**src/rtl/core/assert_macros.svh**
```systemverilog
// ----------------------------------------------------------------------------
// assertion helpers
// shared concurrent assertion forms for the core rtl
// ----------------------------------------------------------------------------
`ifndef ASSERT_MACROS_SVH
`define ASSERT_MACROS_SVH

// checked on every rising edge outside reset
`define ASSERT_CLK_RST(lbl, clk, rst, prop, msg) \
   lbl: assert property (@(posedge clk) disable iff (rst) prop) else $error(msg);

// checked on every rising edge, reset included
`define ASSERT_CLK(lbl, clk, prop, msg) \
   lbl: assert property (@(posedge clk) prop) else $error(msg);

`endif

```
**src/rtl/core/tpcs_pkg.sv**
```systemverilog
// ----------------------------------------------------------------------------
// tpcs_pkg
// types, constants and the restoring division step for the coordinate scaler
// ----------------------------------------------------------------------------
package tpcs_pkg;

   localparam int COORD_W = 14;
   localparam int SCREEN_W = 10;
   localparam int NUMER_W = 2 * COORD_W;
   localparam int DIV_STEPS = COORD_W;
   localparam int REQ_DATA_W = 40;
   localparam int RSP_DATA_W = 56;
   localparam int BTN_W = 3;

   typedef logic [COORD_W-1:0] coord_type;
   typedef logic [SCREEN_W-1:0] screen_type;
   typedef logic [NUMER_W-1:0] numer_type;
   typedef logic [BTN_W-1:0] btn_type;

   localparam coord_type ABS_FULL = 14'd16383;
   localparam coord_type BORDER_RESET = 14'd100;
   localparam coord_type MAX_RESET = 14'd16383;
   localparam screen_type COLS_RESET = 10'd80;
   localparam screen_type ROWS_RESET = 10'd25;

   typedef enum logic [2:0] {
      CSR_BORDER = 3'd0,
      CSR_MAX_X = 3'd1,
      CSR_MAX_Y = 3'd2,
      CSR_SCREEN_COLS = 3'd3,
      CSR_SCREEN_ROWS = 3'd4
   } csr_index_type;

   typedef struct packed {
      coord_type rem;
      logic qbit;
   } div_step_type;

   // one restoring step: shift in a numerator bit, subtract when it fits
   function automatic div_step_type div_step(input coord_type rem, input logic nbit,
                                             input coord_type divisor);
      logic [COORD_W:0] trial;
      div_step_type res;
      trial = {rem, nbit};
      if (trial >= {1'b0, divisor}) begin
         res.rem = COORD_W'(trial - {1'b0, divisor});
         res.qbit = 1'b1;
      end else begin
         res.rem = trial[COORD_W-1:0];
         res.qbit = 1'b0;
      end
      return res;
   endfunction

endpackage

```
**src/rtl/core/tpcs_divider.sv**
```systemverilog
// ----------------------------------------------------------------------------
// tpcs_divider
// pipelined restoring divider, one quotient bit per stage; the quotient is
// known to fit in COORD_W bits, so the upper numerator half seeds the remainder
// ----------------------------------------------------------------------------
module tpcs_divider (
   input  logic                                clock,
   input  logic [tpcs_pkg::DIV_STEPS-1:0]      stage_en,
   input  tpcs_pkg::numer_type                 numer,
   input  tpcs_pkg::coord_type                 divisor,
   output tpcs_pkg::coord_type                 quotient
);
   import tpcs_pkg::*;

   coord_type rem_src [DIV_STEPS];
   coord_type nq_src [DIV_STEPS];
   div_step_type step_res [DIV_STEPS];
   coord_type nq_in [DIV_STEPS];
   coord_type nq_ff [DIV_STEPS];
   coord_type rem_ff [DIV_STEPS-1];

   assign rem_src[0] = numer[NUMER_W-1:COORD_W];
   assign nq_src[0] = numer[COORD_W-1:0];

   genvar k;
   generate
      for (k = 0; k < DIV_STEPS; k++) begin : g_step
         if (k > 0) begin : g_src
            assign rem_src[k] = rem_ff[k-1];
            assign nq_src[k] = nq_ff[k-1];
         end
         assign step_res[k] = div_step(rem_src[k], nq_src[k][COORD_W-1], divisor);
         // numerator bits leave at the top, quotient bits enter at the bottom
         assign nq_in[k] = {nq_src[k][COORD_W-2:0], step_res[k].qbit};

         always_ff @(posedge clock) begin
            if (stage_en[k]) begin
               nq_ff[k] <= nq_in[k];
            end
         end

         if (k < DIV_STEPS - 1) begin : g_rem
            always_ff @(posedge clock) begin
               if (stage_en[k]) begin
                  rem_ff[k] <= step_res[k].rem;
               end
            end
         end
      end
   endgenerate

   assign quotient = nq_ff[DIV_STEPS-1];

endmodule

```
**src/rtl/core/tablet_packet_coordinate_scaler_core.sv**
```systemverilog
// ----------------------------------------------------------------------------
// tablet_packet_coordinate_scaler_core
// absolute tablet packet decode with clamp and screen / absolute scaling
// ----------------------------------------------------------------------------
// usage:
//   req_ carries one five-byte packet per transaction (status byte and the
//   7-bit halves of x and y); rsp_ carries screen_x, screen_y, abs_x, abs_y
//   and the three button flags. csr_ writes border, max_x, max_y,
//   screen_cols and screen_rows by index 0 to 4; csr_ready is always high.
//   pipeline: each transaction passes through 17 register stages: clamp
//   stage, multiply stage, 14 divider stages, output register.
//   throughput: one transaction per cycle while rsp_tready does not hold
//   the result, set by the one-bit-per-stage restoring dividers, four of
//   them running side by side.
//   reset clears all stage valid bits and loads the register defaults.
//   when rsp_tready is low the result holds; earlier stages keep moving
//   until they reach an occupied stage, so req_tready only drops once the
//   pipeline has no empty stage left. write registers only when no
//   transaction is in flight.
// ----------------------------------------------------------------------------
`include "assert_macros.svh"

module tablet_packet_coordinate_scaler_core (
   input  logic                                 clock,
   input  logic                                 reset,
   // status_byte[7:0], x_low[14:8], x_high[21:15], y_low[28:22], y_high[35:29]
   input  logic [tpcs_pkg::REQ_DATA_W-1:0]      req_tdata,
   input  logic                                 req_tvalid,
   output logic                                 req_tready,
   // screen_x[9:0], screen_y[19:10], abs_x[33:20], abs_y[47:34],
   // button_left[48], button_right[49], button_middle[50]
   output logic [tpcs_pkg::RSP_DATA_W-1:0]      rsp_tdata,
   output logic                                 rsp_tvalid,
   input  logic                                 rsp_tready,
   input  logic                                 csr_valid,
   output logic                                 csr_ready,
   input  tpcs_pkg::csr_index_type              csr_index,
   input  logic [tpcs_pkg::COORD_W-1:0]         csr_data
);
   import tpcs_pkg::*;

   localparam int STAGES = DIV_STEPS + 3;
   localparam int OUT_STAGE = STAGES - 1;
   localparam int DIV_FIRST = 2;

   // config registers
   coord_type border_ff, max_x_ff, max_y_ff;
   screen_type cols_ff, rows_ff;

   assign csr_ready = 1'b1;

   always_ff @(posedge clock) begin
      if (reset) begin
         border_ff <= BORDER_RESET;
         max_x_ff <= MAX_RESET;
         max_y_ff <= MAX_RESET;
         cols_ff <= COLS_RESET;
         rows_ff <= ROWS_RESET;
      end else if (csr_valid) begin
         unique case (csr_index)
            CSR_BORDER: border_ff <= csr_data;
            CSR_MAX_X: max_x_ff <= csr_data;
            CSR_MAX_Y: max_y_ff <= csr_data;
            CSR_SCREEN_COLS: cols_ff <= csr_data[SCREEN_W-1:0];
            CSR_SCREEN_ROWS: rows_ff <= csr_data[SCREEN_W-1:0];
            default: ;
         endcase
      end
   end

   // stage valid bits and per-stage advance
   logic [STAGES-1:0] valid_ff;
   logic [STAGES-1:0] adv;
   logic [STAGES-1:0] valid_in;

   always_comb begin
      adv[OUT_STAGE] = !valid_ff[OUT_STAGE] || rsp_tready;
      for (int i = OUT_STAGE - 1; i >= 0; i--) begin
         adv[i] = !valid_ff[i] || adv[i+1];
      end
      valid_in[0] = adv[0] ? req_tvalid : valid_ff[0];
      for (int i = 1; i < STAGES; i++) begin
         valid_in[i] = adv[i] ? valid_ff[i-1] : valid_ff[i];
      end
   end

   always_ff @(posedge clock) begin
      if (reset) begin
         valid_ff <= '0;
      end else begin
         valid_ff <= valid_in;
      end
   end

   assign req_tready = adv[0];

   // stage 0: assemble, remove border, clamp
   logic [7:0] status_byte;
   coord_type raw_x, raw_y, cx_in, cy_in, cx_ff, cy_ff;
   btn_type btn_ff [OUT_STAGE];

   assign status_byte = req_tdata[7:0];
   assign raw_x = {req_tdata[21:15], req_tdata[14:8]};
   assign raw_y = {req_tdata[35:29], req_tdata[28:22]};

   function automatic coord_type clamp_coord(input coord_type raw, input coord_type border,
                                             input coord_type limit);
      coord_type v;
      v = (raw > border) ? COORD_W'(raw - border) : '0;
      if (v > limit) begin
         v = limit;
      end
      return v;
   endfunction

   assign cx_in = clamp_coord(raw_x, border_ff, max_x_ff);
   assign cy_in = clamp_coord(raw_y, border_ff, max_y_ff);

   always_ff @(posedge clock) begin
      if (adv[0]) begin
         cx_ff <= cx_in;
         cy_ff <= cy_in;
         btn_ff[0] <= status_byte[BTN_W-1:0];
      end
   end

   // button flags ride alongside the arithmetic
   genvar s;
   generate
      for (s = 1; s < OUT_STAGE; s++) begin : g_btn
         always_ff @(posedge clock) begin
            if (adv[s]) begin
               btn_ff[s] <= btn_ff[s-1];
            end
         end
      end
   endgenerate

   // stage 1: products
   screen_type rows_m1;
   numer_type sx_num_in, sy_num_in, ax_num_in, ay_num_in;
   numer_type sx_num_ff, sy_num_ff, ax_num_ff, ay_num_ff;

   assign rows_m1 = (rows_ff == '0) ? '0 : SCREEN_W'(rows_ff - 1'b1);
   assign sx_num_in = NUMER_W'(cx_ff) * NUMER_W'(cols_ff);
   assign sy_num_in = NUMER_W'(cy_ff) * NUMER_W'(rows_m1);
   assign ax_num_in = NUMER_W'(cx_ff) * NUMER_W'(ABS_FULL);
   assign ay_num_in = NUMER_W'(cy_ff) * NUMER_W'(ABS_FULL);

   always_ff @(posedge clock) begin
      if (adv[1]) begin
         sx_num_ff <= sx_num_in;
         sy_num_ff <= sy_num_in;
         ax_num_ff <= ax_num_in;
         ay_num_ff <= ay_num_in;
      end
   end

   // stages 2 to 15: dividers
   logic [DIV_STEPS-1:0] div_en;
   coord_type sx_q, sy_q, ax_q, ay_q;

   assign div_en = adv[DIV_FIRST +: DIV_STEPS];

   tpcs_divider u_div_sx (
      .clock(clock), .stage_en(div_en), .numer(sx_num_ff), .divisor(max_x_ff),
      .quotient(sx_q)
   );
   tpcs_divider u_div_sy (
      .clock(clock), .stage_en(div_en), .numer(sy_num_ff), .divisor(max_y_ff),
      .quotient(sy_q)
   );
   tpcs_divider u_div_ax (
      .clock(clock), .stage_en(div_en), .numer(ax_num_ff), .divisor(max_x_ff),
      .quotient(ax_q)
   );
   tpcs_divider u_div_ay (
      .clock(clock), .stage_en(div_en), .numer(ay_num_ff), .divisor(max_y_ff),
      .quotient(ay_q)
   );

   // output register; a zero maximum skips the division
   logic zero_x, zero_y;
   screen_type screen_x_in, screen_y_in, screen_x_ff, screen_y_ff;
   coord_type abs_x_in, abs_y_in, abs_x_ff, abs_y_ff;
   btn_type btn_out_ff;

   assign zero_x = (max_x_ff == '0);
   assign zero_y = (max_y_ff == '0);
   assign screen_x_in = zero_x ? '0 : sx_q[SCREEN_W-1:0];
   assign screen_y_in = SCREEN_W'(1) + (zero_y ? SCREEN_W'(0) : sy_q[SCREEN_W-1:0]);
   assign abs_x_in = zero_x ? '0 : ax_q;
   assign abs_y_in = zero_y ? '0 : ay_q;

   always_ff @(posedge clock) begin
      if (adv[OUT_STAGE]) begin
         screen_x_ff <= screen_x_in;
         screen_y_ff <= screen_y_in;
         abs_x_ff <= abs_x_in;
         abs_y_ff <= abs_y_in;
         btn_out_ff <= btn_ff[OUT_STAGE-1];
      end
   end

   assign rsp_tvalid = valid_ff[OUT_STAGE];
   assign rsp_tdata = {5'b0, btn_out_ff, abs_y_ff, abs_x_ff, screen_y_ff, screen_x_ff};

   // checks
   `ASSERT_CLK_RST(a_full_stalls_input, clock, reset,
      (&valid_ff && !rsp_tready) |-> !req_tready, "input taken with pipeline full")
   `ASSERT_CLK_RST(a_count_in, clock, reset,
      (req_tvalid && req_tready && !(rsp_tvalid && rsp_tready)) |=>
         ($countones(valid_ff) == $past($countones(valid_ff)) + 1),
      "transaction lost or duplicated on entry")
   `ASSERT_CLK_RST(a_count_out, clock, reset,
      (!(req_tvalid && req_tready) && rsp_tvalid && rsp_tready) |=>
         ($countones(valid_ff) + 1 == $past($countones(valid_ff))),
      "transaction lost or duplicated on exit")
   `ASSERT_CLK(a_zero_max_x, clock,
      (rsp_tvalid && max_x_ff == '0) |-> (screen_x_ff == '0 && abs_x_ff == '0),
      "zero max_x gave nonzero x")

endmodule

```
**config.mk**
```make
export PLATFORM = sky130hd
export DESIGN_NAME = tablet_packet_coordinate_scaler_core
export DESIGN_NICKNAME = d
export VERILOG_FILES = /design/src/rtl/core/tpcs_pkg.sv /design/src/rtl/core/tpcs_divider.sv /design/src/rtl/core/tablet_packet_coordinate_scaler_core.sv
export VERILOG_INCLUDE_DIRS = /design/src /design/src/rtl/core
export SDC_FILE = /design/constraint.sdc
export NUM_CORES = 2
export LEC_CHECK = 0
export ABC_AREA = 1
export BUFFER_PORTS_ARGS = -buffer_cell sky130_fd_sc_hd__buf_4
export CAP_MARGIN = 5
export CORE_MARGIN = 1
export CORE_UTILIZATION = 60
export DETAILED_ROUTE_END_ITERATION = 10
export GPL_TIMING_DRIVEN = 0
export MAX_ROUTING_LAYER = met4
export PLACE_DENSITY = 0.81
export RECOVER_POWER = 25
export SLEW_MARGIN = 0
export SYNTH_ARGS = -nofsm -noshare
export SYNTH_HDL_FRONTEND = slang
export SYNTH_SLANG_ARGS = --single-unit
```
**constraint.sdc**
```tcl
create_clock -name clock -period 21.7 [get_ports clock]
set_input_delay 3.255 -clock clock [delete_from_list [all_inputs] [get_ports clock]]
set_output_delay 3.255 -clock clock [all_outputs]
set_load 0.05 [all_outputs]
```
==> reports/qor.yml <==
crit_arrival_ns: 9.34
regArea_um2: 50900
fin_crit_ns: 12.60
syn_avg_cell_area_um2: 10.1
ctsRootBufferMaster: "clkbuf_16"
wirelength_um: 278000
initial_utilization_pct: 60.6
violations: "max-capacitance violations, max-slew violations"
area_growth_pct: 9.63
drc_errors: 0
track_usage_pct: 29.8
layout_commonest_cell: "nand2_1"
setup-violations-final: 0
yosys.area.top_type_share_pct: 43.2
nets: 13300
die_w_um: 438
synth_fa_ha_area_share_pct: 20.1
cts_sinks: 1722
max_stage_delay_ns: 0.90
viasPerCell: 5.86
synth-simple-area-share_pct: 13.4
slew_headroom_pct: -73.7
synth_top_family_by_area: "adder cells"
synthMuxAreaShare_pct: 0.0197
post_cts.repair.setup_buffers: 0
cp-end-kind: "primary output"
cts_buffers: 182
status: "finished with violations"
ys_ff_latch: 1722
fin_setup_tns_ns: 0
netlist_instances: 11400
htreeDepth: 4
antenna_left: 0
synth_edf_count: 1643
max-clock-path-buffers: 3
critPathLaunchType: "primary input"
crit_slowest_cell: "nand3_2"
dpl_cell_area_um2: 119000
drt_iter0_drc: 6490
setup_ws_ns: 9.10
synth_xor_xnor_area_share_pct: 5.57
synthArstFlopShare_pct: 0
detail_route.wl_per_cell_um: 19.3
period_share_pct: 58.1
final_cell_mix: "nand2_1 (2224), edfxtp_1 (1643), ha_1 (1115)"
postCtsResizedCells: 0
worst_slew_pin_slew_ns: 2.61
multi_input_area_um2: 57700
worstPathRequired_ns: 18.45
cap_violations: 5
seq_area_frac_synth_pct: 44.5
holdCritPathClass: "flop to flop"
first_pass_iters: 6
pin_count: 121
yosysTopAreaCell: "edfxtp_1"
netlist_top_cells_area: "edfxtp_1 (43%), ha_1 (12%), fa_1 (7.9%), nand2_1 (7.3%), a21oi_1 (3.7%)"
grt_start_max_net_pins: 85
path_cells: "clkbuf_1, inv_1, nand3_1, buf_16, nor2_4, nand4_4, nor2_4, nand4_4, nor2_4, nand4_4, buf_12, nor2_4, nand3_2, buf_4"
place.gp.congestion: 0.969
ys.warnings.count: 0
die_h_um: 438
path_max_fanout: 37
path_class: "primary input to primary output"
fmaxAchievable_mhz: 79.4
hold_violations: 0
stdcell_area_um2: 125000
synth_area_um2: 114000
row_count: 159
fill_cells: 14500
ys.flop_type: "edfxtp_1"
die_area_um2: 192000
cts_tree: "done"
grt_pass1_vias: 83800
hpwl_um: 212000
clock_latency_ns: 0.85
ctsHoldBuffers: 0
overflow: 0
synthDistinctLibCells: 65
core-area_um2: 189000
crit_top_cell: "nor2_4"
portBuffers: 104
synth_compound_gate_area_share_pct: 11.6
clk_pin_slew_worst_paths_ns: 0.07
grt_first_pass_wirelength_um: 442000
rsz0062_at_grt: "no"
drive_above_1_share_pct: 6.76
worst_clock_skew_ns: 0.0466
worst_hold_slack_ns: 0.383
dp_slack_ns: 9.76
vias: 84200
grt_antenna_before_repair: 6
drv_slew: 99
## kinds of logic (layout without fill, tap and decap cells)
kind of cell | after synthesis | count (layout)
and+or+nand+nor | 3683 | 3683
AOI/OAI and AO/OA | 2344 | 2344
DFF | 1722 | 1722
adders and majority gates | 1565 | 1565
buffers and inverters | 1328 | 1822
xor gates and xnor gates | 727 | 727
other | 2 | 9
muxes | 2 | 2
## state kept, by name (all words and copies together) (netlist names), 48 cells and up
| register | flops |
|---|---|
| u_div_sy.nq_ff | 146 |
| u_div_ax.rem_ff | 182 |
| u_div_sy.rem_ff | 182 |
| u_div_sx.rem_ff | 182 |
| u_div_sx.nq_ff | 146 |
| u_div_ay.rem_ff | 182 |
| u_div_ax.nq_ff | 196 |
| btn_ff | 48 |
| u_div_ay.nq_ff | 196 |
## critical path: cells and delay by family
| family | cells | cell delay [ns] |
|---|---|---|
| and+or+nand+nor | 9 | 4.27 |
| buffers and inverters | 5 | 1.70 |
## worst paths after layout
| path | end | start | slack [ns] | cells after the start |
|---|---|---|---|---|
| setup / recovery | req_tready | rsp_tready | 9.10 | 14 |
| hold / removal | u_div_ay.nq_ff[0][3] | ay_num_ff[2] | 0.38 | 0 |
| setup reg to reg | u_div_sx.rem_ff[0][63] | max_x_ff[1] | 14.00 | 15 |
| hold reg to reg | u_div_ay.nq_ff[0][3] | ay_num_ff[2] | 0.38 | 0 |
## synthesized netlist by cell type (7+ instances only)
cell type,number
nand2_1,2227
edfxtp_1,1643
ha_1,1115
inv_1,1104
a21oi_1,849
o21ai_0,756
nor2_1,694
fa_1,450
nand3_1,400
xnor2_1,367
o21ai_1,361
xor2_1,360
nor3_1,169
nand4_1,86
dfxtp_1,79
o2111ai_1,62
buf_4,56
inv_2,49
clkbuf_1,47
a21oi_2,46
nand3_2,43
o21ai_2,41
a2111oi_2,40
buf_2,38
o211ai_1,37
a31oi_1,32
a21o_1,24
buf_6,24
a31oi_2,17
nor4_1,13
o21bai_1,13
o211ai_2,11
o21a_1,11
nand2_2,10
a221oi_1,9
a21boi_1,8
nand3b_1,7
## per-layer routing
layer	track usage [%]	share of wire, %
met5	-	0
met4	9.86	3.3
met3	3.99	6.2
met2	47.9	47
met1	39.2	43
## layout make-up
class                           count  share of cell area (%)
Multi-Input combinational cell   8327                    46.1
Sequential cell                  1722                    40.6
Clock buffer                      218                    3.87
Inverter                         1159                    3.51
Tap cell                         2495                    2.49
Timing Repair Buffer              152                    1.45
Clock inverter                    124                    1.15
Buffer                            169                   0.809
Antenna cell                        3                 0.00599
## per-stage QoR
stage               utilization (%)  std cells
finish                         66.4      14400
floorplan                         -      11400
CTS                            66.7      14400
global placement               62.7      14000
global route                   66.4      14400
detailed placement             63.3      14000
Power is left out: the tool's default activity adds up to more than one toggle a clock period on the data nets, which glitch-free logic cannot reach.
